[config.mk]
export PLATFORM = sky130hd
export DESIGN_NAME = pitch_period_note_classifier_core
export DESIGN_NICKNAME = d
export VERILOG_FILES = /design/src/rtl/ppnc_pkg.sv /design/src/rtl/pitch_period_note_classifier_core.sv /design/src/rtl/ppnc_div.sv /design/src/rtl/ppnc_band.sv
export SDC_FILE = /design/constraint.sdc
export NUM_CORES = 1
export LEC_CHECK = 0
export BUFFER_PORTS_ARGS = -buffer_cell sky130_fd_sc_hd__buf_2
export CORE_MARGIN = 4
export CORE_UTILIZATION = 30
export DETAILED_ROUTE_END_ITERATION = 8
export GPL_TIMING_DRIVEN = 0
export SYNTH_ARGS = -nofsm -noshare
export SYNTH_HDL_FRONTEND = slang
export SYNTH_SLANG_ARGS = --single-unit
[constraint.sdc]
create_clock -name clk -period 4.95 [get_ports clk]
set_input_delay 0.495 -clock clk [delete_from_list [all_inputs] [get_ports clk]]
set_output_delay 0.495 -clock clk [all_outputs]
set_load 0.05 [all_outputs]
[src/rtl/ppnc_pkg.sv]
// shared types, constants and band table for the pitch period note classifier
`timescale 1ns / 1ps
`default_nettype none

package ppnc_pkg;

	localparam int CLK_W  = 24;
	localparam int FREQ_W = 16;
	localparam int STR_W  = 3;
	localparam int NOTE_W = 4;
	localparam int OCT_W  = 3;
	localparam int SIGN_W = 2;
	localparam int NUM_BANDS = 6;

	localparam logic [CLK_W-1:0]  CLK_RESET = 24'd1000000;
	localparam logic [FREQ_W-1:0] FREQ_MAX  = 16'hFFFF;
	// below this the low e string still matches but the sign is left alone
	localparam logic [FREQ_W-1:0] E2_SIGN_MIN = 16'd78;

	localparam logic [SIGN_W-1:0] SIGN_FLAT  = 2'd0;
	localparam logic [SIGN_W-1:0] SIGN_TUNED = 2'd1;
	localparam logic [SIGN_W-1:0] SIGN_SHARP = 2'd2;

	typedef struct packed {
		logic [FREQ_W-1:0] lo;
		logic [FREQ_W-1:0] flat_top;
		logic [FREQ_W-1:0] tune_top;
		logic [FREQ_W-1:0] hi;
		logic [STR_W-1:0]  str;
		logic [NOTE_W-1:0] note;
		logic [OCT_W-1:0]  oct;
	} band_t;

	localparam band_t BANDS [NUM_BANDS] = '{
		'{16'd0,   16'd80,  16'd84,  16'd87,  3'd6, 4'd14, 3'd2},
		'{16'd104, 16'd107, 16'd114, 16'd117, 3'd5, 4'd10, 3'd2},
		'{16'd139, 16'd143, 16'd152, 16'd156, 3'd4, 4'd13, 3'd3},
		'{16'd185, 16'd191, 16'd202, 16'd208, 3'd3, 4'd6,  3'd3},
		'{16'd233, 16'd240, 16'd255, 16'd262, 3'd2, 4'd11, 3'd3},
		'{16'd311, 16'd321, 16'd340, 16'd349, 3'd1, 4'd14, 3'd4}
	};

	typedef struct packed {
		logic [STR_W-1:0]  str;
		logic [NOTE_W-1:0] note;
		logic [OCT_W-1:0]  oct;
		logic [SIGN_W-1:0] sign;
		logic              matched;
	} note_res_t;

	typedef struct packed {
		logic busy;
		logic done;
	} div_stat_t;

endpackage

`default_nettype wire

[src/rtl/pitch_period_note_classifier_core.sv]
// Pitch period note classifier. Each input word is a timer capture taken on a
// rising edge of the signal; the period since the previous capture (modulo
// 2^TIMER_WIDTH) divides the timer_clock_hz register to give the frequency in
// Hz, saturated at 65535 (a zero period also gives 65535). The frequency is
// matched to the six standard-tuning string bands; on a match the string, note,
// octave and tuning sign are updated and held until the next match, and each
// input gives exactly one output word. After an accept the serial restoring
// divider works through the 24-bit numerator one quotient bit at a time and
// then raises its done flag; the block then classifies, loads the output word
// once the output register is free, and returns to idle to take the next
// capture. s_axis_tready is low from the accept until the block is back in
// idle. The output word sits in its own register, so a new capture can be
// taken while the last result waits. cfg_wr loads timer_clock_hz; write it
// only while the block is idle.
`timescale 1ns / 1ps
`default_nettype none

module pitch_period_note_classifier_core #(
	parameter int TIMER_WIDTH = 16
) (
	input  wire logic                       clk,
	input  wire logic                       arst_n,
	input  wire logic                       cfg_wr,
	input  wire logic [ppnc_pkg::CLK_W-1:0] cfg_data,
	input  wire logic                       s_axis_tvalid,
	output logic                            s_axis_tready,
	// [15:0] capture_time
	input  wire logic [15:0]                s_axis_tdata,
	output logic                            m_axis_tvalid,
	input  wire logic                       m_axis_tready,
	// [15:0] frequency_hz, [18:16] string_number, [22:19] note_code,
	// [25:23] octave_number, [27:26] tune_sign, [28] band_matched, [31:29] zero
	output logic [31:0]                     m_axis_tdata
);
	import ppnc_pkg::*;

	typedef enum logic [1:0] {
		ST_IDLE,
		ST_DIV,
		ST_DONE
	} state_t;

	state_t                 state_q;
	logic [CLK_W-1:0]       clk_hz_q;
	logic [TIMER_WIDTH-1:0] prev_q;
	logic                   zero_per_q;
	logic                   out_valid_q;
	logic [FREQ_W-1:0]      freq_q;
	note_res_t              res_q;

	logic [TIMER_WIDTH-1:0] cap;
	logic [TIMER_WIDTH-1:0] period;
	logic                   in_acc;
	logic                   out_free;
	logic                   load_out;
	logic [CLK_W-1:0]       quot;
	div_stat_t              div_stat;
	logic [FREQ_W-1:0]      freq;
	note_res_t              nxt;

	assign cap      = TIMER_WIDTH'(s_axis_tdata);
	assign period   = cap - prev_q;
	assign in_acc   = s_axis_tvalid && s_axis_tready;
	assign out_free = !out_valid_q || m_axis_tready;
	assign load_out = (state_q == ST_DONE) && out_free;

	// saturate on a zero period or a quotient past 16 bits
	always_comb begin
		if (zero_per_q || (|quot[CLK_W-1:FREQ_W])) begin
			freq = FREQ_MAX;
		end else begin
			freq = quot[FREQ_W-1:0];
		end
	end

	ppnc_div #(
		.DEN_W(TIMER_WIDTH)
	) u_div (
		.clk    (clk),
		.arst_n (arst_n),
		.start  (in_acc),
		.numer  (clk_hz_q),
		.denom  (period),
		.quot   (quot),
		.stat   (div_stat)
	);

	ppnc_band u_band (
		.clk    (clk),
		.arst_n (arst_n),
		.upd    (load_out),
		.freq   (freq),
		.nxt    (nxt)
	);

	always_ff @(posedge clk or negedge arst_n) begin
		if (!arst_n) begin
			state_q     <= ST_IDLE;
			clk_hz_q    <= CLK_RESET;
			prev_q      <= '0;
			out_valid_q <= 1'b0;
		end else begin
			if (cfg_wr) begin
				clk_hz_q <= cfg_data;
			end
			if (load_out) begin
				out_valid_q <= 1'b1;
			end else if (m_axis_tready) begin
				out_valid_q <= 1'b0;
			end
			unique case (state_q)
				ST_IDLE: begin
					if (in_acc) begin
						prev_q  <= cap;
						state_q <= ST_DIV;
					end
				end
				ST_DIV: begin
					if (div_stat.done) begin
						state_q <= ST_DONE;
					end
				end
				ST_DONE: begin
					if (out_free) begin
						state_q <= ST_IDLE;
					end
				end
				default: begin
					state_q <= ST_IDLE;
				end
			endcase
		end
	end

	always_ff @(posedge clk) begin
		if (in_acc) begin
			zero_per_q <= (period == '0);
		end
		if (load_out) begin
			freq_q <= freq;
			res_q  <= nxt;
		end
	end

	assign s_axis_tready = (state_q == ST_IDLE);
	assign m_axis_tvalid = out_valid_q;
	assign m_axis_tdata  = {3'b000, res_q.matched, res_q.sign, res_q.oct, res_q.note,
		res_q.str, freq_q};

endmodule

`default_nettype wire

[src/rtl/ppnc_div.sv]
// restoring serial divider, one quotient bit per cycle
`timescale 1ns / 1ps
`default_nettype none

module ppnc_div #(
	parameter int DEN_W = 16
) (
	input  wire logic                      clk,
	input  wire logic                      arst_n,
	input  wire logic                      start,
	input  wire logic [ppnc_pkg::CLK_W-1:0] numer,
	input  wire logic [DEN_W-1:0]          denom,
	output logic      [ppnc_pkg::CLK_W-1:0] quot,
	output ppnc_pkg::div_stat_t            stat
);
	import ppnc_pkg::*;

	localparam int CNT_W = $clog2(CLK_W);

	logic [CNT_W-1:0] cnt_q;
	logic             busy_q;
	logic             done_q;
	logic [DEN_W-1:0] den_q;
	logic [DEN_W-1:0] rem_q;
	logic [CLK_W-1:0] quo_q;

	logic [DEN_W:0]   shifted;
	logic [DEN_W:0]   diff;
	logic             fits;

	// next partial remainder with the numerator msb brought down
	always_comb begin
		shifted = {rem_q, quo_q[CLK_W-1]};
		diff    = shifted - {1'b0, den_q};
		fits    = shifted >= {1'b0, den_q};
	end

	always_ff @(posedge clk or negedge arst_n) begin
		if (!arst_n) begin
			busy_q <= 1'b0;
			done_q <= 1'b0;
			cnt_q  <= '0;
		end else begin
			done_q <= 1'b0;
			if (start) begin
				busy_q <= 1'b1;
				cnt_q  <= CNT_W'(CLK_W - 1);
			end else if (busy_q) begin
				cnt_q <= cnt_q - 1'b1;
				if (cnt_q == '0) begin
					busy_q <= 1'b0;
					done_q <= 1'b1;
				end
			end
		end
	end

	always_ff @(posedge clk) begin
		if (start) begin
			den_q <= denom;
			rem_q <= '0;
			quo_q <= numer;
		end else if (busy_q) begin
			rem_q <= fits ? diff[DEN_W-1:0] : shifted[DEN_W-1:0];
			quo_q <= {quo_q[CLK_W-2:0], fits};
		end
	end

	assign quot      = quo_q;
	assign stat.busy = busy_q;
	assign stat.done = done_q;

endmodule

`default_nettype wire

[src/rtl/ppnc_band.sv]
// band lookup against the six string bands, with the held note state
`timescale 1ns / 1ps
`default_nettype none

module ppnc_band (
	input  wire logic                       clk,
	input  wire logic                       arst_n,
	input  wire logic                       upd,
	input  wire logic [ppnc_pkg::FREQ_W-1:0] freq,
	output ppnc_pkg::note_res_t             nxt
);
	import ppnc_pkg::*;

	logic [STR_W-1:0]  str_q;
	logic [NOTE_W-1:0] note_q;
	logic [OCT_W-1:0]  oct_q;
	logic [SIGN_W-1:0] sign_q;

	always_comb begin
		logic found;
		found       = 1'b0;
		nxt.str     = str_q;
		nxt.note    = note_q;
		nxt.oct     = oct_q;
		nxt.sign    = sign_q;
		for (int i = 0; i < NUM_BANDS; i++) begin
			if (!found && freq >= BANDS[i].lo && freq <= BANDS[i].hi) begin
				found    = 1'b1;
				nxt.str  = BANDS[i].str;
				nxt.note = BANDS[i].note;
				nxt.oct  = BANDS[i].oct;
				if (i == 0 && freq < E2_SIGN_MIN) begin
					nxt.sign = sign_q;
				end else if (freq <= BANDS[i].flat_top) begin
					nxt.sign = SIGN_FLAT;
				end else if (freq <= BANDS[i].tune_top) begin
					nxt.sign = SIGN_TUNED;
				end else begin
					nxt.sign = SIGN_SHARP;
				end
			end
		end
		nxt.matched = found;
	end

	always_ff @(posedge clk or negedge arst_n) begin
		if (!arst_n) begin
			str_q  <= '0;
			note_q <= '0;
			oct_q  <= '0;
			sign_q <= SIGN_FLAT;
		end else if (upd) begin
			str_q  <= nxt.str;
			note_q <= nxt.note;
			oct_q  <= nxt.oct;
			sign_q <= nxt.sign;
		end
	end

endmodule

`default_nettype wire

# Yosys cells after proc, flatten, opt, wreduce, memory -nomap -nowiden
# Index checks and enable logic that the tools add are counted.
# op_classes
addsub	3
magnitude_cmp	26
reduce_logical	29
mux	42
eq_ne	5
# ops
operator	count
$le A16 B8 Y1 const B	8
$le A16 B7 Y1 const B	6
$mux W12	6
$le A16 B9 Y1 const B	4
$ge A16 B8 Y1 const B	3
$mux W24	2
$mux W16	2
$mux W2	16
$sub A16 B16 Y16	2
$ge A17 B16 Y1	1
$ge A16 B1 Y1 const B	1
$ge A16 B7 Y1 const B	1
$ge A16 B9 Y1 const B	1
$logic_not A16 Y1	1
$lt A16 B7 Y1 const B	1
$logic_and A1 B1 Y1	13
$mux W1	13
$mux W5	2
$reduce_or A8 Y1	1
$logic_not A1 Y1	6
$pmux W2 S3	1
$logic_not A5 Y1	1
$sub A5 B1 Y5 const B	1
$ne A2 B1 Y1 const B	2
other kinds (8)	10
# totals
register_bits	148
wordCells	126
out_inout_bits	34

# Longest topological paths before layout
# logic_depth
word_depth	26
depth_mapped	11
ltp_nobuf	11

# Modules after synthesis
# A second synthesis with hierarchy kept.
# hier_totals
hier_cells	789
area_unflattened_um2	8448.1
# modules_own_cells
module	seq_area_each_um2	area_per_inst_um2	cells_each	instances
pitch_period_note_classifier_core	1985.7	3687.3	323	1
ppnc_div	1696.6	3434.5	300	1
ppnc_band	300.3	1326.3	166	1

# Worst setup path before layout
# OpenSTA, ideal clock, no wires.
# synth_path
kind	input port to flip-flop
startpoint	input port s_axis_tdata[0]
endpoint	register zero_per_q (data pin)
stages	10
arrival_time_ps	2643
required_time_ps	4768
path_slack_ps	2125
setup_time_ps	182
cell_sequence	inv_1 ha_1 fa_1 nor2b_1 o31a_1 a21oi_1 or4_1 a2111oi_0 nand4bb_1 nor4b_1
# synth_via
elab_chain_len	2
# synth_rtl
element	line	rtl
start, declared	pitch_period_note_classifier_core.sv:28	input wire logic [15:0] s_axis_tdata,
$sub A16 B16 Y16	pitch_period_note_classifier_core.sv:62	assign period = cap - prev_q;
net period[4]	pitch_period_note_classifier_core.sv:52	logic [TIMER_WIDTH-1:0] period;
$logic_not A16 Y1	pitch_period_note_classifier_core.sv:137	zero_per_q <= (period == '0);
end signal, assigned	pitch_period_note_classifier_core.sv:137	
end, declared	pitch_period_note_classifier_core.sv:46	logic zero_per_q;
# The timed path passes the listed nets, and every way through them passes these cells.
# A chain may end at the register's enable or synchronous reset.

# Worst setup path after layout
# layout_path
startpoint	register u_div.den_q[1]
endpoint	register u_div.quo_q[0] (netlist: u_div.quot[0]) (data pin)
# layout_via
elab_chain_len	3
# layout_rtl
element	line	rtl
start, declared	ppnc_div.sv:23	logic [DEN_W-1:0] den_q;
start signal, assigned	ppnc_div.sv:60	den_q <= denom;
$ge A17 B16 Y1	ppnc_div.sv:35	fits = shifted >= {1'b0, den_q};
$mux W24	ppnc_div.sv:63	end else if (busy_q) begin
$mux W24	ppnc_div.sv:59	if (start) begin
end signal, assigned	ppnc_div.sv:62	quo_q <= numer;
end signal, assigned	ppnc_div.sv:65	quo_q <= {quo_q[CLK_W-2:0], fits};
end, declared	ppnc_div.sv:25	logic [CLK_W-1:0] quo_q;
# Every way passes these cells. The select of a mux whose other input is x is not followed.

==> metrics.txt <==
Die Ht=172 um; Antenna Nets Post-Route=0; Yosys top cell by area=edfxtp_1; CP endpoint kind=register; clock slew at reported path FFs=0.07 ns; Setup Buffers After CTS=0; clock sink total=148; Required @ worst endpoint=5.09 ns; VDD IR max=0.000256 V; # setup viols final=0; Core ar.=26400 um^2; htree depth=4; first-pass GRT wire length=32300 um; total power=5.66 mW; Synth top cells by count=nand2_1 (127), edfxtp_1 (70), o21ai_0 (56); vias in the first global route=6270; post-synth top area share=25.9%; fraction of layout cells with a size suffix above 1=18.5%; Pwr per Cell Area=596 nW/um^2; post-detailed-route wirelength per cell=15.5 um; initial antenna violation count=0; Post-synth ARST share=41.9%; cell area after layout=9500 um^2; GRT overflow=0; Yosys warning count=0; Total Wirelength=19600 um; Tcrit/Tclk final=70.0%; Yosys cell types=79; number of synthesized flops with an enable pin=70; leakage power=3.91 nW; Final Hold Vio Count=0; Gate Count Post-Synth=820; status=finished clean; Core Rows=59; synthesized flop and latch total=148; num ports=79; CTS tree=built; Hold Path Class=in2async; Post-DP Area=8910 um^2; dominant cells by area after synthesis=edfxtp_1 (26%), dfrtp_1 (17%), nand2_1 (5.9%); n_diodes=0; Main synth FF type=edfxtp_1; CTS buffer count=17; share of the yosys chip area belonging to registers=49.1%; Buffers on Ports=74; Clock Skews=0.0128 ns; nets@finish=995; routability cong.=0.881; Max Cap Viol=0; final core occ=36.1%; kind of critical path=reg2reg; die area=29700 um^2; Avg Inst Size Synth=9.90 um^2; Rel. slew slack=24.6%; DRT iter0 DRCs=535; max-slew violations=0; GRT Util Overall=13.5%; Arr. time, crit path=3.61 ns; Critical Path Start Type=register; actual slew at the worst max-slew pin=1.13 ns; drc violations=0; Clock Path Buffers=2; hold_buf cts=0; largest net degree at the start of global routing=63; total negative setup slack=0 ns; Post-CTS Resized=0; synthesized area=8110 um^2; post-DR vias/cell=5.02; DIE WIDTH=172 um; Fmax=289 MHz; clk_lat worst skew=0.42 ns; Initial Util=30.8%; DRT Pass-1 Iters=5; total number of vias=6343; root buffer cell=clkbuf_16; cell with the most instances after synthesis=nand2_1; Post-DP HPWL=14600 um; RSZ-0062 raised after global routing=false; area grow syn2layout=17.1%; min Tclk post-route=3.46 ns; maximum fanout along the worst path=10
==> power by group <==
| part | internal [mW] | switching, mW |
|---|---|---|
| combinational | 0.966 | 1.46 |
| sequential | 1.73 | 0.222 |
| clock | 0.715 | 0.571 |
==> layer usage <==
metal,vias to the layer above,GRT usage [%],part of all wire [%]
li1,3131,-,-
met1,3044,19.8,50
met2,154,20.1,44
met3,14,2.74,5.1
met4,0,4.31,1.2
met5,-,0,0
==> cell families after synthesis <==
logic type,Yosys count,synth area share [%]
buffers and inverters,86,4.16
other,1,0.0462
XOR/XNOR,23,2.48
adder cells (fa/ha/maj),35,5.58
multiplexers,39,5.32
flip-flops,148,49.1
AO/OA/AOI/OAI,197,15.7
AND/OR/NAND/NOR,291,17.6
==> per-stage QoR <==
stage / hold slack [ns] / std cells / worst slack (ns)
2_1_floorplan: 0.199 / 822 / 2.13
3_3_place_gp: 0.464 / 1231 / 1.20
3_5_place_dp: 0.472 / 1231 / 1.28
4_1_cts: 0.208 / 1263 / 1.53
5_1_grt: 0.233 / 1263 / 1.29
6_report: 0.161 / 1263 / 1.49
==> state kept, by name (all words and copies together) (netlist names) <==
name	flops
m_axis_tdata	13
u_div.done_q	1
zero_per_q	1
u_div.quot	24
state_q	2
u_div.cnt_q	5
u_band.sign_q	2
m_axis_tvalid	1
u_band.str_q	3
u_div.busy_q	1
u_div.den_q	16
prev_q	16
u_band.note_q	4
freq_q	16
clk_hz_q	24
u_div.rem_q	16
u_band.oct_q	3
==> final timing paths <==
path                       slack (ns)  cells after the start              end           start
max                              1.49                      9    u_div.quot[0]  u_div.den_q[1]
min                              0.16                      1        prev_q[9]          arst_n
max reg2reg                      1.49                      9    u_div.quot[0]  u_div.den_q[1]
min reg2reg                      0.49                      1       state_q[0]      state_q[1]
max in group asynchronous        4.20                      1  u_band.oct_q[2]          arst_n
min in group clk                 0.30                      2      clk_hz_q[8]     cfg_data[8]
==> placed cells by master (no fill, tap or decap), types with 6 or more instances in the layout <==
cell type,n
a21o_1,8
a21oi_1,53
a31oi_1,9
buf_2,76
clkbuf_1,29
clkbuf_16,17
dfrtp_1,55
dfstp_2,7
dfxtp_1,16
edfxtp_1,70
ha_1,33
inv_1,46
inv_6,7
mux2_2,29
mux2i_1,9
nand2_1,127
nand2b_1,22
nand3_1,18
nand4_1,10
nor2_1,43
nor3_1,17
o21a_1,16
o21ai_0,56
o31ai_1,6
xnor2_1,15
xor2_1,8
==> layout make-up <==
cell class              instances  area [um^2]
repair buffers                 74          373
clock inverters                15          160
plain buffers                  38          160
multi-input cells             588         3800
flip-flops and latches        148         3980
clock buffers                  17          425
fillers                      2633        16900
well taps                     335          419
inverters                      48          180
==> critical path, cell delays in order, from the launching register on <==
cell and delay [ns]:
edfxtp_1 0.42, inv_1 0.08, ha_1 0.23, nor2b_1 0.15, o31ai_1 0.46, a21oi_1 0.19
a221o_1 0.46, a31oi_1 0.59, clkbuf_1 0.46, a21oi_1 0.14
Power figures use the tool's default switching activity.
